[config.mk]
export PLATFORM = sky130hd
export DESIGN_NAME = lfk_queue
export DESIGN_NICKNAME = d
export VERILOG_FILES = /design/src/rtl/lfk_pkg.sv /design/src/rtl/lfk_queue.sv
export SDC_FILE = /design/constraint.sdc
export NUM_CORES = 1
export LEC_CHECK = 0
export BUFFER_PORTS_ARGS = -buffer_cell sky130_fd_sc_hd__buf_2
export CORE_MARGIN = 3
export CORE_UTILIZATION = 24
export DETAILED_ROUTE_END_ITERATION = 8
export SETUP_SLACK_MARGIN = 0.05
export SLEW_MARGIN = 20
export SYNTH_ARGS = -nofsm -noshare
export SYNTH_HDL_FRONTEND = slang
export SYNTH_SLANG_ARGS = --single-unit
[constraint.sdc]
create_clock -name clk -period 5.4 [get_ports clk]
set_input_delay 0.54 -clock clk [delete_from_list [all_inputs] [get_ports clk]]
set_output_delay 0.54 -clock clk [all_outputs]
set_load 0.1 [all_outputs]
[src/rtl/lfk_pkg.sv]
// Shared types, constants and arithmetic helpers for the leg forward kinematics block.
package lfk_pkg;

  localparam int LEG_COUNT_DEF = 6;
  localparam int LEG_SLOTS = 8;
  localparam int CORDIC_STEPS = 16;
  localparam int QDEPTH = 4;
  localparam int QPTR_W = $clog2(QDEPTH);

  localparam logic [3:0] CFG_HIP_OFFSET   = 4'd0;
  localparam logic [3:0] CFG_KNEE_OFFSET  = 4'd1;
  localparam logic [3:0] CFG_ANKLE_OFFSET = 4'd2;
  localparam logic [3:0] CFG_COXA_REACH   = 4'd3;
  localparam logic [3:0] CFG_COXA_RISE    = 4'd4;
  localparam logic [3:0] CFG_FEMUR_REACH  = 4'd5;
  localparam logic [3:0] CFG_TIBIA_REACH  = 4'd6;
  localparam logic [3:0] CFG_SENSOR_MOUNT = 4'd7;

  typedef logic signed [32:0] trig_t;
  typedef logic signed [23:0] zang_t;
  typedef logic signed [23:0] vec_t;
  typedef logic signed [57:0] prod_t;
  typedef logic signed [12:0] rem_t;

  localparam trig_t CORDIC_GAIN = 33'sd652032874;
  localparam prod_t HALF_Q30 = 58'sd536870912;
  localparam vec_t POS_MIN = -24'sd32768;
  localparam vec_t POS_MAX = 24'sd32767;
  localparam vec_t DIR_MIN = -24'sd16384;
  localparam vec_t DIR_MAX = 24'sd16384;

  localparam zang_t ATAN_TAB [CORDIC_STEPS] = '{
    24'sd737280, 24'sd435242, 24'sd229970, 24'sd116736, 24'sd58595, 24'sd29326,
    24'sd14667, 24'sd7334, 24'sd3667, 24'sd1833, 24'sd917, 24'sd458,
    24'sd229, 24'sd115, 24'sd57, 24'sd29
  };

  localparam logic signed [15:0] ORG_X [LEG_SLOTS] = '{
    16'sd1075, 16'sd1669, 16'sd1075, -16'sd1075, -16'sd1669, -16'sd1075, 16'sd0, 16'sd0
  };
  localparam logic signed [15:0] ORG_Y [LEG_SLOTS] = '{
    16'sd1203, 16'sd0, -16'sd1203, 16'sd1203, 16'sd0, -16'sd1203, 16'sd0, 16'sd0
  };
  localparam logic signed [15:0] ORG_Z [LEG_SLOTS] = '{
    16'sd256, 16'sd256, 16'sd256, 16'sd256, 16'sd256, 16'sd256, 16'sd0, 16'sd0
  };
  localparam logic signed [15:0] YAW_TAB [LEG_SLOTS] = '{
    -16'sd2880, -16'sd5760, -16'sd8640, 16'sd2880, 16'sd5760, 16'sd8640, 16'sd0, 16'sd0
  };

  typedef struct packed {
    logic [1:0] qq;
    rem_t       r;
  } split_t;

  // Angle slots: 0 hip, 1 knee, 2 ankle, 3 mounting yaw.
  typedef struct packed {
    logic          mode;
    logic [2:0]    leg;
    logic          ok;
    split_t [3:0]  ang;
  } q_item_t;

  typedef struct packed {
    logic signed [15:0] hip_offset;
    logic signed [15:0] knee_offset;
    logic signed [15:0] ankle_offset;
    logic signed [15:0] coxa_reach;
    logic signed [15:0] coxa_rise;
    logic signed [15:0] femur_reach;
    logic signed [15:0] tibia_reach;
    logic [31:0]        sensor_mount;
  } cfg_t;

  typedef struct packed {
    trig_t x;
    trig_t y;
    zang_t z;
  } cstate_t;

  // Wraps a sum of angle and offset to one turn and splits it into a quarter
  // turn count and a remainder in [-2880, 2880).
  function automatic split_t split_angle(input logic signed [16:0] a);
    logic signed [18:0] t;
    logic [16:0] u;
    logic signed [18:0] rr;
    split_t o;
    t = 19'(a) + 19'sd69120;
    u = t[16:0];
    if (u >= 17'd92160) u = u - 17'd92160;
    if (u >= 17'd46080) u = u - 17'd46080;
    if (u >= 17'd23040) u = u - 17'd23040;
    rr = $signed({2'b00, u});
    if (u < 17'd2880) begin
      o.qq = 2'd0;
    end else if (u < 17'd8640) begin
      o.qq = 2'd1;
      rr = rr - 19'sd5760;
    end else if (u < 17'd14400) begin
      o.qq = 2'd2;
      rr = rr - 19'sd11520;
    end else if (u < 17'd20160) begin
      o.qq = 2'd3;
      rr = rr - 19'sd17280;
    end else begin
      o.qq = 2'd0;
      rr = rr - 19'sd23040;
    end
    o.r = rr[12:0];
    return o;
  endfunction

  function automatic cstate_t cordic_step(input cstate_t v, input int i);
    cstate_t o;
    trig_t dx;
    trig_t dy;
    dx = v.y >>> i;
    dy = v.x >>> i;
    if (v.z >= 0) begin
      o.x = v.x - dx;
      o.y = v.y + dy;
      o.z = v.z - ATAN_TAB[i];
    end else begin
      o.x = v.x + dx;
      o.y = v.y - dy;
      o.z = v.z + ATAN_TAB[i];
    end
    return o;
  endfunction

  // Round a Q30 product sum to an integer, ties toward plus infinity.
  function automatic vec_t rnd30(input prod_t v);
    prod_t t;
    t = (v + HALF_Q30) >>> 30;
    return vec_t'(t);
  endfunction

  function automatic logic [15:0] sat16(input vec_t v, input vec_t lo, input vec_t hi);
    vec_t t;
    t = v;
    if (t < lo) t = lo;
    if (t > hi) t = hi;
    return t[15:0];
  endfunction

endpackage

[src/rtl/lfk_queue.sv]
// Short queue between the classifying front end and the arithmetic back end.
module lfk_queue (
  input  logic             clk,
  input  logic             rst,
  input  logic             push,
  input  lfk_pkg::q_item_t wr_item,
  output logic             full,
  input  logic             pop,
  output lfk_pkg::q_item_t rd_item,
  output logic             empty
);
  import lfk_pkg::*;

  q_item_t mem [QDEPTH];
  logic [QPTR_W-1:0] wr_ptr;
  logic [QPTR_W-1:0] rd_ptr;
  logic [QPTR_W:0] count;
  logic do_push;
  logic do_pop;

  assign full = (count == (QPTR_W+1)'(QDEPTH));
  assign empty = (count == '0);
  assign do_push = push && !full;
  assign do_pop = pop && !empty;
  assign rd_item = mem[rd_ptr];

  always_ff @(posedge clk) begin
    if (do_push) begin
      mem[wr_ptr] <= wr_item;
    end
  end

  always_ff @(posedge clk) begin
    if (rst) begin
      wr_ptr <= '0;
      rd_ptr <= '0;
      count <= '0;
    end else begin
      if (do_push) wr_ptr <= wr_ptr + 1'b1;
      if (do_pop) rd_ptr <= rd_ptr + 1'b1;
      if (do_push && !do_pop) count <= count + 1'b1;
      else if (!do_push && do_pop) count <= count - 1'b1;
    end
  end

endmodule

==> results_dict.tcl, run 1 <==
set metrics [dict create \
    status "completed" \
    cts_hold_buf 0 \
    io_buffers 135 \
    grtUsageTotal 0.0910 \
    mostFrequentLayoutCells "260 x edfxtp_1, 135 x buf_2, 65 x mux4_2, 31 x clkbuf_16" \
    syn_area_per_cell_um2 25.5 \
    worstPathArrival_ns 2.70 \
    setup_viol 0 \
    wl_per_cell_um 18.2 \
    crit_buf_inv 2 \
    yosys_warnings 0 \
    rsz0062_at_grt "no" \
    gp_congestion 0.656 \
    fin_crit_sh 0.600 \
    fmax_mhz 309 \
    hold_violations 0 \
    fin_cells 1093 \
    initial_core_util 0.246 \
    cts.path.max_buffers 3 \
    grt_pass1_wl_um 30500 \
    mostFrequentLayoutCell "edfxtp_1" \
    final.setup.tns_ns 0 \
    die_w_um 209 \
    cts_buffers 31 \
    drt-initial-drc-count 275 \
    tightestPinTransition_ns 1.07 \
    ios 136 \
    worstSetupStartpointType "register" \
    cp_cell_sequence "buf_4 -> mux4_2 -> buf_2" \
    synth_area_mm2 0.00989 \
    path_clk_slew_ns 0.06 \
    seq_area_frac_synth 0.808 \
    die_y_um 209 \
    routed_wl_um 19900 \
    cts_tree "done" \
    n_antenna_cell 0 \
    drive_gt1_frac 0.458 \
    cp-end-kind "output pin" \
    post_cts_buffers 0 \
    cts_sinks 269 \
    critPathMaxStageDelay_ns 0.61 \
    crit_type "reg -> out" \
    syn-num-nets 462 \
    coreArea_mm2 0.0402 \
    grt_start_max_net_pins 66 \
    rows 73 \
    ys_types 23 \
    grt_pass1_vias 4966 \
    fin_crit_ns 3.24 \
    cts_max_level 1 \
    nets 621 \
    synthCells 387 \
    dp.cells 1038 \
    cap_violations 0 \
    vias_per_cell 4.07 \
    slew_viol_final 0 \
    grt_overflow 0 \
    root_buffer "clkbuf_16" \
    crit_slowest_cell "dfxtp_4" \
    dpl.hpwl_um 11600 \
    clk_latency_ns 0.58 \
    final_cell_area_mm2 0.0122 \
    grt_antenna_before_repair 2 \
    drc 0 \
    hp-class "in -> reg" \
    drt.antenna.violating_nets 0 \
    cp_top_family "buffers and inverters" \
    critPathMaxFanout 27 \
    die_area_mm2 0.0437 \
    crit_required_ns 4.86 \
    via_count 4446 \
    ctsResizeCount 0 \
    dr.pass1.iters 4 \
    area_growth_pct 23.3 \
    maxSlewHeadroom 0.289 \
    placed_cell_area_mm2 0.0111 \
    final_util 0.303 \
    ys_seq_elements 269 \
    fin_skew_ns 0.0124 \
]
[cell families (layout without fill, tap and decap cells)]
kind of cell,count (synthesis),count (layout),share of synthesized area
buffers and inverters,19,200,0.0173
AOI/OAI and AO/OA,6,6,0.00367
adders and majority gates,6,6,0.00835
and+or+nand+nor,16,16,0.00911
xor gates and xnor gates,4,4,0.00354
DFF,269,269,0.808
muxes,67,67,0.150
[worst reg2reg max path, stage by stage, from the launching register on]
cell and delay [ns]:
dfxtp_1 0.47, nor3b_2 0.11, nor2_1 0.39, and2_4 0.71, buf_4 0.52
[stage by stage]
stage | setup WS [ns] | hold slack (ns)
after floorplan | 1.97 | 0.482
after global routing | 1.93 | 0.141
after CTS | 2.01 | 0.131
final | 2.16 | 0.182
after global placement | 2.65 | 0.498
after detailed placement | 2.63 | 0.516
[sequential cells by signal, summed over array words and instances, names as in the netlist, named ones only]
| signal | cells |
|---|---|
| count | 3 |
| mem | 260 |
| rd_ptr | 2 |
| wr_ptr | 2 |
[area by class of cell]
cell class,instances,area [µm²]
Inverter,4,15.0
Tap cell,525,657
Fill cell,3934,28000
Clock inverter,17,268
Multi-Input combinational cell,99,1740
Clock buffer,38,802
Sequential cell,269,8000
Timing Repair Buffer,141,721
[synth_stat cells]
cell type    n  share of area
edfxtp_1   260           0.79
mux4_2      65           0.15
dfxtp_1      9          0.018
buf_2        6         0.0030
nor2_1       6         0.0023
buf_12       5          0.010
ha_1         5         0.0063
and2_1       4         0.0025
inv_1        4         0.0015
xor2_1       4         0.0035
a21oi_1      2         0.0010
clkbuf_1     2        0.00076
mux2i_1      2         0.0020
nand2b_1     2         0.0013
o21ai_0      2         0.0010
or3_1        2         0.0013
buf_4        1        0.00076
buf_6        1         0.0011
fa_1         1         0.0020
nor3_1       1        0.00051
nor3b_2      1         0.0013
o311ai_0     1        0.00089
o31ai_1      1        0.00076
[final timing paths]
path	cells past startpoint	slack, ns	start	endpoint
worst max register to register	4	2.84	count[0]$_SDFFE_PP0P_	mem[1][3]$_DFFE_PP_
worst min-delay path	1	0.18	wr_item[48]	mem[1][48]$_DFFE_PP_
worst max-delay path	3	2.16	register	rd_item[6]
worst min register to register	2	0.54	count[2]$_SDFFE_PP0P_	count[2]$_SDFFE_PP0P_
[routing by layer]
| metal | GRT usage | routed length [µm] | vias up |
|---|---|---|---|
| met5 | 0 | 20 | - |
| li1 | - | - | 1975 |
| met1 | 0.119 | 8620 | 2309 |
| met4 | 0.0226 | 444 | 2 |
| met2 | 0.148 | 9390 | 122 |
| met3 | 0.0287 | 1400 | 38 |
Power of run 1 is left out: the tool's default activity adds up to more than one toggle a clock period on the data nets, which glitch-free logic cannot reach.
==> inputs of run 2 (changes only) <==
==> constraint.sdc (replaced) <==
create_clock -name clk -period 3 [get_ports clk]
set_input_delay 0.3 -clock clk [delete_from_list [all_inputs] [get_ports clk]]
set_output_delay 0.3 -clock clk [all_outputs]
set_load 0.1 [all_outputs]
==> results_dict.tcl, run 2 (synthesis gave the netlist of run 1 again) <==
set metrics [dict create \
    die_w_um 209 \
    die_y_um 209 \
    reg2reg_slack_ns 0.70 \
    cap_violations 0 \
    setup_viol 0 \
    ff2ff_path_depth 8 \
    drt.antenna.violating_nets 0 \
    p_leak_nw 4.33 \
    p_per_area_mw_per_mm2 1050 \
    crit_type "reg -> out" \
    initial_core_util 0.246 \
    cts_buffers 30 \
    grt_start_max_net_pins 66 \
    ios 136 \
    drt-initial-drc-count 316 \
    cts_tree "done" \
    die_area_mm2 0.0437 \
    final_cell_area_mm2 0.0130 \
    r2r_start "count[0]$_SDFFE_PP0P_" \
    cts_max_level 1 \
    fin_skew_ns 0.0124 \
    r2r-end "count[2]$_SDFFE_PP0P_" \
    rows 73 \
    largest_reg_flops 260 \
    path_clk_slew_ns 0.06 \
    fmax_mhz 383 \
    grt_pass1_vias 5188 \
    seq_area_mm2 0.00800 \
    fin_crit_ns 2.61 \
    crit_required_ns 2.70 \
    worstSetupStartpointType "register" \
    nets 693 \
    grt_antenna_before_repair 2 \
    tightestPinTransition_ns 0.586 \
    mostFrequentLayoutCells "260 x edfxtp_1, 135 x buf_2, 66 x dlygate4sd3_1, 65 x mux4_2, 31 x clkbuf_16" \
    cp-end-kind "output pin" \
    fin_crit_sh 0.870 \
    cts.path.max_buffers 3 \
    grt_pass1_wl_um 31200 \
    hold_slack_ns 0.121 \
    placed_cell_area_mm2 0.0113 \
    root_buffer "clkbuf_16" \
    vdd_drop_max_v 0.000572 \
    power_mw 13.6 \
    clk_latency_ns 0.56 \
    fin_cells 1165 \
    hold_start "push" \
    post_cts_buffers 0 \
    drc 0 \
    mostFrequentLayoutCell "edfxtp_1" \
    holdPathEnd "wr_ptr[0]$_SDFFE_PP0P_" \
    cts_sinks 269 \
    grt_overflow 0 \
    wl_per_cell_um 17.4 \
    worstPathArrival_ns 2.31 \
    maxSlewHeadroom 0.609 \
    reg_top3 "mem (260), count (3)" \
    multiInputGateArea_mm2 0.00174 \
    status "completed" \
    dp.cells 1045 \
    hold_violations 0 \
    min_path_cells 4 \
    grtUsageTotal 0.0920 \
    area_growth_pct 31.2 \
    hp-class "in -> reg" \
    n_fill_cell 3846 \
    slew_viol_final 0 \
    final.setup.tns_ns 0 \
    rsz0062_at_grt "no" \
    vias_per_cell 4.03 \
    via_count 4698 \
    critPathMaxFanout 65 \
    routed_wl_um 20300 \
    drive_gt1_frac 0.410 \
    regMostFlops "mem" \
    coreArea_mm2 0.0402 \
    io_buffers 135 \
    dpl.hpwl_um 12300 \
    dr.pass1.iters 4 \
    gp_congestion 0.688 \
]
run 2: cell count changes in the layout (fill, tap and decap cells not counted), moves of 2 or more:
cell	before	now
buf_4	6	4
clkinv_1	1	5
buf_12	0	9
clkinv_2	4	1
dlygate4sd3_1	0	66
run 2: repair_timing:
action / CTS / global route
gates resized for setup: 0 / 0
hold endpoints to repair: 266 / 0
setup endpoints to repair: 0 / 0
hold buffers: 66 / 0
run 2: layout make-up:
cell class	instances	area share
diodes	1	0.000193
clock buffers	37	0.0615
clock inverters	16	0.0165
inverters	4	0.00116
multi-input cells	99	0.134
flip-flops and latches	269	0.616
well taps	525	0.0506
repair buffers	214	0.119
run 2: worst max-delay path by stage:
stage,start,endpoint,slack [ns],cells past startpoint
detailed placement,count[0]$_SDFFE_PP0P_,count[2]$_SDFFE_PP0P_,0.69,8
global route,register,rd_item[56],0.24,3
finish,register,rd_item[56],0.39,3
global placement,count[0]$_SDFFE_PP0P_,count[2]$_SDFFE_PP0P_,0.74,8
CTS,register,rd_item[56],0.29,3
floorplan,count[0]$_SDFFE_PP0P_,empty,0.22,1
run 2: stage by stage:
step | util | worst slack [ns]
after CTS | 0.323 | 0.293
after floorplan | - | 0.224
final | 0.323 | 0.391
after detailed placement | 0.281 | 0.694
after global placement | 0.281 | 0.743
after global routing | 0.323 | 0.244
run 2: per-layer routing:
metal / routed length, µm / global-route usage / part of all wire
met3: 1370 / 0.0251 / 0.068
met2: 9450 / 0.145 / 0.47
met5: 7 / 0 / 0.00035
met4: 506 / 0.0305 / 0.025
met1: 8920 / 0.124 / 0.44
run 2: critical path, cell delays in order (launching register included):
cell and delay (ns):
dfxtp_4 0.35, buf_12 0.44, mux4_2 0.61, buf_2 0.31
run 2: report_power, final:
part	leakage [nW]	total, mW	switching [mW]	internal [mW]
clock	0.481	3.75	1.45	2.31
sequential	2.46	4.65	0.126	4.52
combinational	1.39	5.23	4.07	1.16
total	4.33	13.6	5.65	7.99
No activity file was read; power rests on OpenSTA's default activity.
