<file path="config.mk">
export PLATFORM = sky130hd
export DESIGN_NAME = lfk_front
export DESIGN_NICKNAME = d
export VERILOG_FILES = /design/src/rtl/lfk_pkg.sv /design/src/rtl/lfk_front.sv
export SDC_FILE = /design/constraint.sdc
export NUM_CORES = 1
export LEC_CHECK = 0
export BUFFER_PORTS_ARGS = -buffer_cell sky130_fd_sc_hd__buf_2
export CAP_MARGIN = 20
export CORE_ASPECT_RATIO = 0.6
export CORE_MARGIN = 2
export CORE_UTILIZATION = 35
export DETAILED_ROUTE_END_ITERATION = 10
export PLACE_DENSITY_LB_ADDON = 0.3
export SLEW_MARGIN = 10
export SYNTH_ARGS = -nofsm -noshare
export SYNTH_HDL_FRONTEND = slang
export SYNTH_SLANG_ARGS = --single-unit
</file>
<file path="constraint.sdc">
create_clock -name vclk -period 5.9
set_clock_uncertainty 0.05 [all_clocks]
set_input_delay 0.295 -clock vclk [all_inputs]
set_output_delay 0.295 -clock vclk [all_outputs]
set_load 0.1 [all_outputs]
</file>
<file path="src/rtl/lfk_pkg.sv">
// Shared types, constants and arithmetic helpers for the leg forward kinematics block.
package lfk_pkg;

  localparam int LEG_COUNT_DEF = 6;
  localparam int LEG_SLOTS = 8;
  localparam int CORDIC_STEPS = 16;
  localparam int QDEPTH = 4;
  localparam int QPTR_W = $clog2(QDEPTH);

  localparam logic [3:0] CFG_HIP_OFFSET   = 4'd0;
  localparam logic [3:0] CFG_KNEE_OFFSET  = 4'd1;
  localparam logic [3:0] CFG_ANKLE_OFFSET = 4'd2;
  localparam logic [3:0] CFG_COXA_REACH   = 4'd3;
  localparam logic [3:0] CFG_COXA_RISE    = 4'd4;
  localparam logic [3:0] CFG_FEMUR_REACH  = 4'd5;
  localparam logic [3:0] CFG_TIBIA_REACH  = 4'd6;
  localparam logic [3:0] CFG_SENSOR_MOUNT = 4'd7;

  typedef logic signed [32:0] trig_t;
  typedef logic signed [23:0] zang_t;
  typedef logic signed [23:0] vec_t;
  typedef logic signed [57:0] prod_t;
  typedef logic signed [12:0] rem_t;

  localparam trig_t CORDIC_GAIN = 33'sd652032874;
  localparam prod_t HALF_Q30 = 58'sd536870912;
  localparam vec_t POS_MIN = -24'sd32768;
  localparam vec_t POS_MAX = 24'sd32767;
  localparam vec_t DIR_MIN = -24'sd16384;
  localparam vec_t DIR_MAX = 24'sd16384;

  localparam zang_t ATAN_TAB [CORDIC_STEPS] = '{
    24'sd737280, 24'sd435242, 24'sd229970, 24'sd116736, 24'sd58595, 24'sd29326,
    24'sd14667, 24'sd7334, 24'sd3667, 24'sd1833, 24'sd917, 24'sd458,
    24'sd229, 24'sd115, 24'sd57, 24'sd29
  };

  localparam logic signed [15:0] ORG_X [LEG_SLOTS] = '{
    16'sd1075, 16'sd1669, 16'sd1075, -16'sd1075, -16'sd1669, -16'sd1075, 16'sd0, 16'sd0
  };
  localparam logic signed [15:0] ORG_Y [LEG_SLOTS] = '{
    16'sd1203, 16'sd0, -16'sd1203, 16'sd1203, 16'sd0, -16'sd1203, 16'sd0, 16'sd0
  };
  localparam logic signed [15:0] ORG_Z [LEG_SLOTS] = '{
    16'sd256, 16'sd256, 16'sd256, 16'sd256, 16'sd256, 16'sd256, 16'sd0, 16'sd0
  };
  localparam logic signed [15:0] YAW_TAB [LEG_SLOTS] = '{
    -16'sd2880, -16'sd5760, -16'sd8640, 16'sd2880, 16'sd5760, 16'sd8640, 16'sd0, 16'sd0
  };

  typedef struct packed {
    logic [1:0] qq;
    rem_t       r;
  } split_t;

  // Angle slots: 0 hip, 1 knee, 2 ankle, 3 mounting yaw.
  typedef struct packed {
    logic          mode;
    logic [2:0]    leg;
    logic          ok;
    split_t [3:0]  ang;
  } q_item_t;

  typedef struct packed {
    logic signed [15:0] hip_offset;
    logic signed [15:0] knee_offset;
    logic signed [15:0] ankle_offset;
    logic signed [15:0] coxa_reach;
    logic signed [15:0] coxa_rise;
    logic signed [15:0] femur_reach;
    logic signed [15:0] tibia_reach;
    logic [31:0]        sensor_mount;
  } cfg_t;

  typedef struct packed {
    trig_t x;
    trig_t y;
    zang_t z;
  } cstate_t;

  // Wraps a sum of angle and offset to one turn and splits it into a quarter
  // turn count and a remainder in [-2880, 2880).
  function automatic split_t split_angle(input logic signed [16:0] a);
    logic signed [18:0] t;
    logic [16:0] u;
    logic signed [18:0] rr;
    split_t o;
    t = 19'(a) + 19'sd69120;
    u = t[16:0];
    if (u >= 17'd92160) u = u - 17'd92160;
    if (u >= 17'd46080) u = u - 17'd46080;
    if (u >= 17'd23040) u = u - 17'd23040;
    rr = $signed({2'b00, u});
    if (u < 17'd2880) begin
      o.qq = 2'd0;
    end else if (u < 17'd8640) begin
      o.qq = 2'd1;
      rr = rr - 19'sd5760;
    end else if (u < 17'd14400) begin
      o.qq = 2'd2;
      rr = rr - 19'sd11520;
    end else if (u < 17'd20160) begin
      o.qq = 2'd3;
      rr = rr - 19'sd17280;
    end else begin
      o.qq = 2'd0;
      rr = rr - 19'sd23040;
    end
    o.r = rr[12:0];
    return o;
  endfunction

  function automatic cstate_t cordic_step(input cstate_t v, input int i);
    cstate_t o;
    trig_t dx;
    trig_t dy;
    dx = v.y >>> i;
    dy = v.x >>> i;
    if (v.z >= 0) begin
      o.x = v.x - dx;
      o.y = v.y + dy;
      o.z = v.z - ATAN_TAB[i];
    end else begin
      o.x = v.x + dx;
      o.y = v.y - dy;
      o.z = v.z + ATAN_TAB[i];
    end
    return o;
  endfunction

  // Round a Q30 product sum to an integer, ties toward plus infinity.
  function automatic vec_t rnd30(input prod_t v);
    prod_t t;
    t = (v + HALF_Q30) >>> 30;
    return vec_t'(t);
  endfunction

  function automatic logic [15:0] sat16(input vec_t v, input vec_t lo, input vec_t hi);
    vec_t t;
    t = v;
    if (t < lo) t = lo;
    if (t > hi) t = hi;
    return t[15:0];
  endfunction

endpackage

</file>
<file path="src/rtl/lfk_front.sv">
// Front end: takes a pose query, adds joint offsets, wraps angles and looks up the mount yaw.
module lfk_front #(
  parameter int LEG_COUNT = lfk_pkg::LEG_COUNT_DEF
) (
  input  logic             s_axis_tvalid,
  output logic             s_axis_tready,
  input  logic [47:0]      s_axis_tdata,
  input  logic [0:0]       s_axis_tuser,
  input  lfk_pkg::cfg_t    cfg,
  input  logic             q_full,
  output logic             q_push,
  output lfk_pkg::q_item_t q_item
);
  import lfk_pkg::*;

  logic [2:0] leg;
  logic signed [14:0] hip_angle;
  logic signed [14:0] knee_angle;
  logic signed [14:0] ankle_angle;
  logic ok;
  logic signed [15:0] yaw;

  assign leg = s_axis_tdata[2:0];
  assign hip_angle = s_axis_tdata[17:3];
  assign knee_angle = s_axis_tdata[32:18];
  assign ankle_angle = s_axis_tdata[47:33];

  assign s_axis_tready = !q_full;
  assign q_push = s_axis_tvalid && !q_full;

  always_comb begin
    ok = (int'(leg) < LEG_COUNT);
    yaw = ok ? YAW_TAB[leg] : 16'sd0;
    q_item.mode = s_axis_tuser[0];
    q_item.leg = leg;
    q_item.ok = ok;
    q_item.ang[0] = split_angle(17'(hip_angle) + 17'(cfg.hip_offset));
    q_item.ang[1] = split_angle(17'(knee_angle) + 17'(cfg.knee_offset));
    q_item.ang[2] = split_angle(17'(ankle_angle) + 17'(cfg.ankle_offset));
    q_item.ang[3] = split_angle(17'(yaw));
  end

endmodule

</file>
==> results.md, run 1 <==
- Initial antenna violation count: 0
- Commonest non-fill, non-tap cells in the layout: buf_4 (226), buf_2 (133), nand2_1 (110), ha_1 (98), nor2_1 (91)
- Area of the die: 25200 sq um
- Drt via density: 5.72
- Setup violators final: 0
- Startpoint types: input port
- Setup TNS Final: 0 ns
- TritonRoute pass-1 iters: 6
- Top post-synthesis cells by area: ha_1 (19%), a21oi_1 (5.9%), xnor2_1 (5.4%)
- Mean Syn Cell Area: 6.78 sq um
- Synth area leader: ha_1
- Setup slack after layout: 0.0873 ns
- Vias in the first global route: 9322
- Area grow syn2layout: 56.3%
- Status: complete, no violations
- Worst Path Max Fanout: 6
- Total gr overflow: 0
- Critical path endpoint: q_item[7]
- Data required, critical path: 5.56 ns
- CP Data Arrival Time: 5.47 ns
- Number of diodes: 0
- DP Wirelength: 22900 um
- Final Max Slew Viols: 0
- Die Wd: 204 um
- Fillers: 2146
- Seq_cells: 0
- RSZ-0062 raised after global routing: true
- Max Clk Rate: 172 MHz
- Distinct cell type count after synthesis: 101
- Final Hold Viols: 0
- WHS: 0.540 ns
- Final core utilization: 0.561
- Global-route wire length before repair: 44900 um
- Syn Inst Count: 1233
- CORE AREA: 23300 sq um
- Layout cells sized above 1: 0.407
- I/O pin cnt: 262
- Commonest non-fill, non-tap cell in the layout: buf_4
- Worst Max-Slew Pin Slew: 0.701 ns
- Post-route ant nets: 0
- Cell area after synthesis: 8360 sq um
- DIE HEIGHT: 124 um
- Slew margin rel.: 0.530
- Buffers on Ports: 158
- Final RePlAce weighted congestion: 0.926
- Period minus WS final: 5.81 ns
- DP Worst Slack: -0.164 ns
- Final period utilization: 0.985
- Yosys warnings: 0
- Site Rows: 43
- Initial Utilization: 0.359
- Largest net degree at the start of global routing: 29
- Hold path cells: 0
- Post-cts hold buffer count: 0
- Sequential share of the synthesized area: 0
- HP Start: s_axis_tuser
- DR DRC count: 0
- Synth top area share: 0.186
- Final wirelength: 29400 um
- Hold Path Class: in -> out
- Worst setup path class: in -> out
- # clk buffers: 0
- Register Area: 0 sq um
- WL per Instance: 15.6 um
- Via count of the routed design: 10811
- Max-Cap Viols: 0
- Critical path launch point: s_axis_tdata[4]
- DRT iter0 DRCs: 897
- Nets: 1899
- GRT Overall Usage: 0.207
- CP Capture Type: primary output
==> logic make-up (layout without fill, tap and decap cells) <==
family / count (synthesis) / count (layout) / synth area share
multiplexers: 21 / 21 / 0.0257
AO/OA/AOI/OAI: 445 / 445 / 0.379
adder cells (fa/ha/maj): 129 / 129 / 0.195
XOR/XNOR: 75 / 75 / 0.0813
AND/OR/NAND/NOR: 419 / 419 / 0.247
buffers and inverters: 143 / 480 / 0.0714
other: 1 / 6 / 0.000449
==> cells in the mapped netlist (15+ instances only) <==
| cell | count |
|---|---|
| nor3_1 | 35 |
| nand3_1 | 42 |
| nand2b_1 | 15 |
| xor2_1 | 20 |
| o21ai_0 | 70 |
| clkbuf_1 | 36 |
| o211ai_1 | 15 |
| a21o_1 | 39 |
| a21oi_1 | 98 |
| inv_1 | 86 |
| nor2_1 | 96 |
| or3_1 | 15 |
| nand2_1 | 117 |
| xnor2_1 | 52 |
| nand4_1 | 16 |
| a31oi_1 | 23 |
| mux2i_1 | 17 |
| ha_1 | 124 |
| a211oi_1 | 19 |
==> cell type report <==
class,instances,area [sq um],area share
multi-input cells,1095,9390,0.718
inverters,86,335,0.0257
well taps,315,394,0.0302
repair buffers,394,2950,0.226
==> per-layer routing <==
| metal | vias to the layer above | part of all wire | track usage | wire, um |
|---|---|---|---|---|
| met4 | 0 | 0.0018 | 0.00502 | 53 |
| met1 | 5088 | 0.51 | 0.340 | 15000 |
| met5 | - | 0 | 0 | 0 |
| met2 | 413 | 0.42 | 0.301 | 12300 |
| li1 | 5300 | - | - | - |
| met3 | 10 | 0.071 | 0.0128 | 2090 |
==> how the worst min path moves through the flow <==
stage                             to
after floorplan           q_item[61]
after global placement    q_item[64]
after detailed placement  q_item[64]
after CTS                 q_item[64]
after global routing      q_item[64]
final                     q_item[64]
==> per-stage QoR <==
step / cells / instance area, sq um
2_1_floorplan: 1238 / 8940
3_5_place_dp: 1845 / 11600
6_report: 1890 / 13100
4_1_cts: 1849 / 11800
5_1_grt: 1890 / 13100
3_3_place_gp: 1845 / 11600
==> critical path, stage by stage <==
cell       delay, ns
buf_6           0.09
ha_4            0.26
ha_4            0.13
inv_2           0.04
fa_2            0.37
nor2b_4         0.16
o2111ai_4       0.15
a21oi_2         0.19
buf_4           0.14
o41ai_4         0.08
xor2_1          0.17
buf_4           0.17
o31a_1          0.32
o22a_1          0.27
or4_4           0.58
a21bo_4         0.24
a31o_1          0.19
o211a_4         0.26
o41a_4          0.48
nand2b_4        0.18
buf_6           0.13
a21oi_4         0.21
xnor2_4         0.15
buf_12          0.19
==> repair_timing <==
item                                    CTS  global route
endpoints found under the setup margin   13            22
buffers inserted                          4            40
endpoints found under the hold margin     0             0
gates resized for setup                  29           188
pin swaps                                 7            81
gates cloned                              0             1
Power of run 1 is not shown: default switching activity piles up to over one toggle a cycle in this logic, so the estimate is an artifact.
==> inputs of run 2 (changes only) <==
--- a/config.mk
+++ b/config.mk
@@ -12,6 +12,7 @@
 export CORE_UTILIZATION = 35
 export DETAILED_ROUTE_END_ITERATION = 10
 export PLACE_DENSITY_LB_ADDON = 0.3
+export RECOVER_POWER = 25
 export SLEW_MARGIN = 10
 export SYNTH_ARGS = -nofsm -noshare
 export SYNTH_HDL_FRONTEND = slang
==> run 2 against run 1 <==
  * Final cell count stayed put
  * Setup slack improved by 0.00058 ns
  * Fmax is essentially flat
  * Clock-buffer cell count unchanged
  * Routed wire length is essentially flat
  * Core utilization fell by 0.064 points
  * Via count grew 0.15%
  * Design area fell by 0.11%
  * Global-route usage unchanged
  * Die area is the same
==> results.md, run 2 (synthesis gave the netlist of run 1 again) <==
- Vias in the first global route: 9322 (unchanged)
- Critical-path top delay cell: or4_4 (unchanged)
- Commonest non-fill, non-tap cell in the layout: buf_4 (unchanged)
- Crit path max-delay family: compound AO/OA/AOI/OAI gates (unchanged)
- Worst setup path class: in -> out (unchanged)
- CP Capture Type: primary output (unchanged)
- Final core utilization: 0.560 (was 0.561)
- Data required, critical path: 5.56 ns (about the same)
- WL per Instance: 15.6 um (about the same)
- Initial antenna violation count: 0 (unchanged)
- Final RePlAce weighted congestion: 0.926 (unchanged)
- Slew margin rel.: 0.216 (was 0.530)
- Final wirelength: 29400 um (about the same)
- Worst path bufs/invs: 6 (unchanged)
- Die Wd: 204 um (unchanged)
- WHS Endpoint: q_item[64] (unchanged)
- Hold path cells: 0 (unchanged)
- Fillers: 2150 (was 2146)
- Drt via density: 5.73 (was 5.72)
- I/O pin cnt: 262 (unchanged)
- GRT Overall Usage: 0.207 (unchanged)
- Final period utilization: 0.985 (about the same)
- CORE AREA: 23300 sq um (unchanged)
- Total gr overflow: 0 (unchanged)
- Site Rows: 43 (unchanged)
- Worst Max-Slew Pin Slew: 1.18 ns (was 0.701 ns)
- Final Max Slew Viols: 0 (unchanged)
- WHS: 0.540 ns (unchanged)
- DR DRC count: 0 (unchanged)
- Peak per-stage delay on the critical path: 0.58 ns (about the same)
- Area grow syn2layout: 56.2% (was 56.3%)
- Post-cts hold buffer count: 0 (unchanged)
- Initial Utilization: 0.359 (unchanged)
- RSZ-0062 raised after global routing: true (unchanged)
- # clk buffers: 0 (unchanged)
- Commonest non-fill, non-tap cells in the layout: buf_4 (226), buf_2 (121), nand2_1 (110), ha_1 (98), nor2_1 (91) (was buf_4 (226), buf_2 (133), nand2_1 (110), ha_1 (98), nor2_1 (91))
- Critical path, cell by cell: buf_6 -> ha_4 -> ha_4 -> inv_2 -> fa_2 -> nor2b_4 -> o2111ai_4 -> a21oi_2 -> buf_4 -> o41ai_4 -> xor2_1 -> buf_4 -> o31a_1 -> o22a_1 -> or4_4 -> a21bo_4 -> a31o_1 -> o211a_4 -> o41a_4 -> nand2b_4 -> buf_6 -> a21oi_4 -> xnor2_4 -> buf_12 (unchanged)
- HP Start: s_axis_tuser (unchanged)
- Final Hold Viols: 0 (unchanged)
- Post-route cell area: 13100 sq um (about the same)
- Register Area: 0 sq um (unchanged)
- Max Clk Rate: 172 MHz (about the same)
- TritonRoute pass-1 iters: 5 (was 6)
- Seq_cells: 0 (unchanged)
- DRT iter0 DRCs: 893 (was 897)
- Setup violators final: 0 (unchanged)
- Layout cells sized above 1: 0.399 (was 0.407)
- Post-route ant nets: 0 (unchanged)
- Nets: 1899 (unchanged)
- Via count of the routed design: 10827 (was 10811)
- CP Data Arrival Time: 5.47 ns (about the same)
- Area post-placement: 11600 sq um (unchanged)
- Hold Path Class: in -> out (unchanged)
- Buffers on Ports: 158 (unchanged)
- Max-Cap Viols: 0 (unchanged)
- Worst Path Max Fanout: 6 (unchanged)
- Largest net degree at the start of global routing: 29 (unchanged)
- DP Wirelength: 22900 um (unchanged)
- DIE HEIGHT: 124 um (unchanged)
- Startpoint types: input port (unchanged)
- Global-route wire length before repair: 44900 um (unchanged)
- Number of diodes: 0 (unchanged)
- Status: complete, no violations (unchanged)
- Period minus WS final: 5.81 ns (about the same)
- Area of the die: 25200 sq um (unchanged)
[run 2: cell count changes in the layout (fill, tap and decap cells not counted)]
cell	previous run	this run
buf_2	133	121
clkbuf_1	0	12
[run 2: stage by stage]
| stage | setup WS [ns] | instances | TNS [ns] |
|---|---|---|---|
| 6_report | 0.0879 | 1890 | 0 |
| 3_5_place_dp | -0.164 | 1845 | -1.06 |
| 5_1_grt | -0.0889 | 1890 | -0.659 |
| 4_1_cts | -0.0162 | 1849 | -0.0162 |
| 2_1_floorplan | -0.257 | 1238 | -0.395 |
| 3_3_place_gp | -0.124 | 1845 | -0.507 |
[run 2: worst max-delay path by stage]
| stage | start | to | slack, ns | cells after the start |
|---|---|---|---|---|
| CTS | s_axis_tdata[10] | q_item[11] | -0.02 | 23 |
| detailed placement | s_axis_tdata[4] | q_item[11] | -0.16 | 25 |
| global route | s_axis_tdata[4] | q_item[7] | -0.09 | 27 |
| finish | s_axis_tdata[4] | q_item[7] | 0.09 | 24 |
| floorplan | s_axis_tdata[34] | q_item[39] | -0.26 | 23 |
| global placement | s_axis_tdata[34] | q_item[37] | -0.12 | 25 |
[run 2: timing repair]
item,in CTS,in global routing
gates resized for setup,29,188
pin swaps,7,81
setup buffers,4,40
gates cloned,0,1
setup endpoints to repair,13,22
[run 2: final cells by class]
type	instances	area (sq um)	share of cell area
inverter	86	335	0.0257
multi-input combinational	1095	9390	0.719
tap	315	394	0.0302
timing repair buffer	394	2940	0.225
[run 2: routing by layer]
layer | vias to the layer above | GRT usage | share of wire
met5 | - | 0 | 0
met4 | 0 | 0.00502 | 0.0012
met3 | 6 | 0.0128 | 0.069
met2 | 419 | 0.301 | 0.42
met1 | 5101 | 0.340 | 0.51
li1 | 5301 | - | -
Power of run 2 is left out for the same reason.
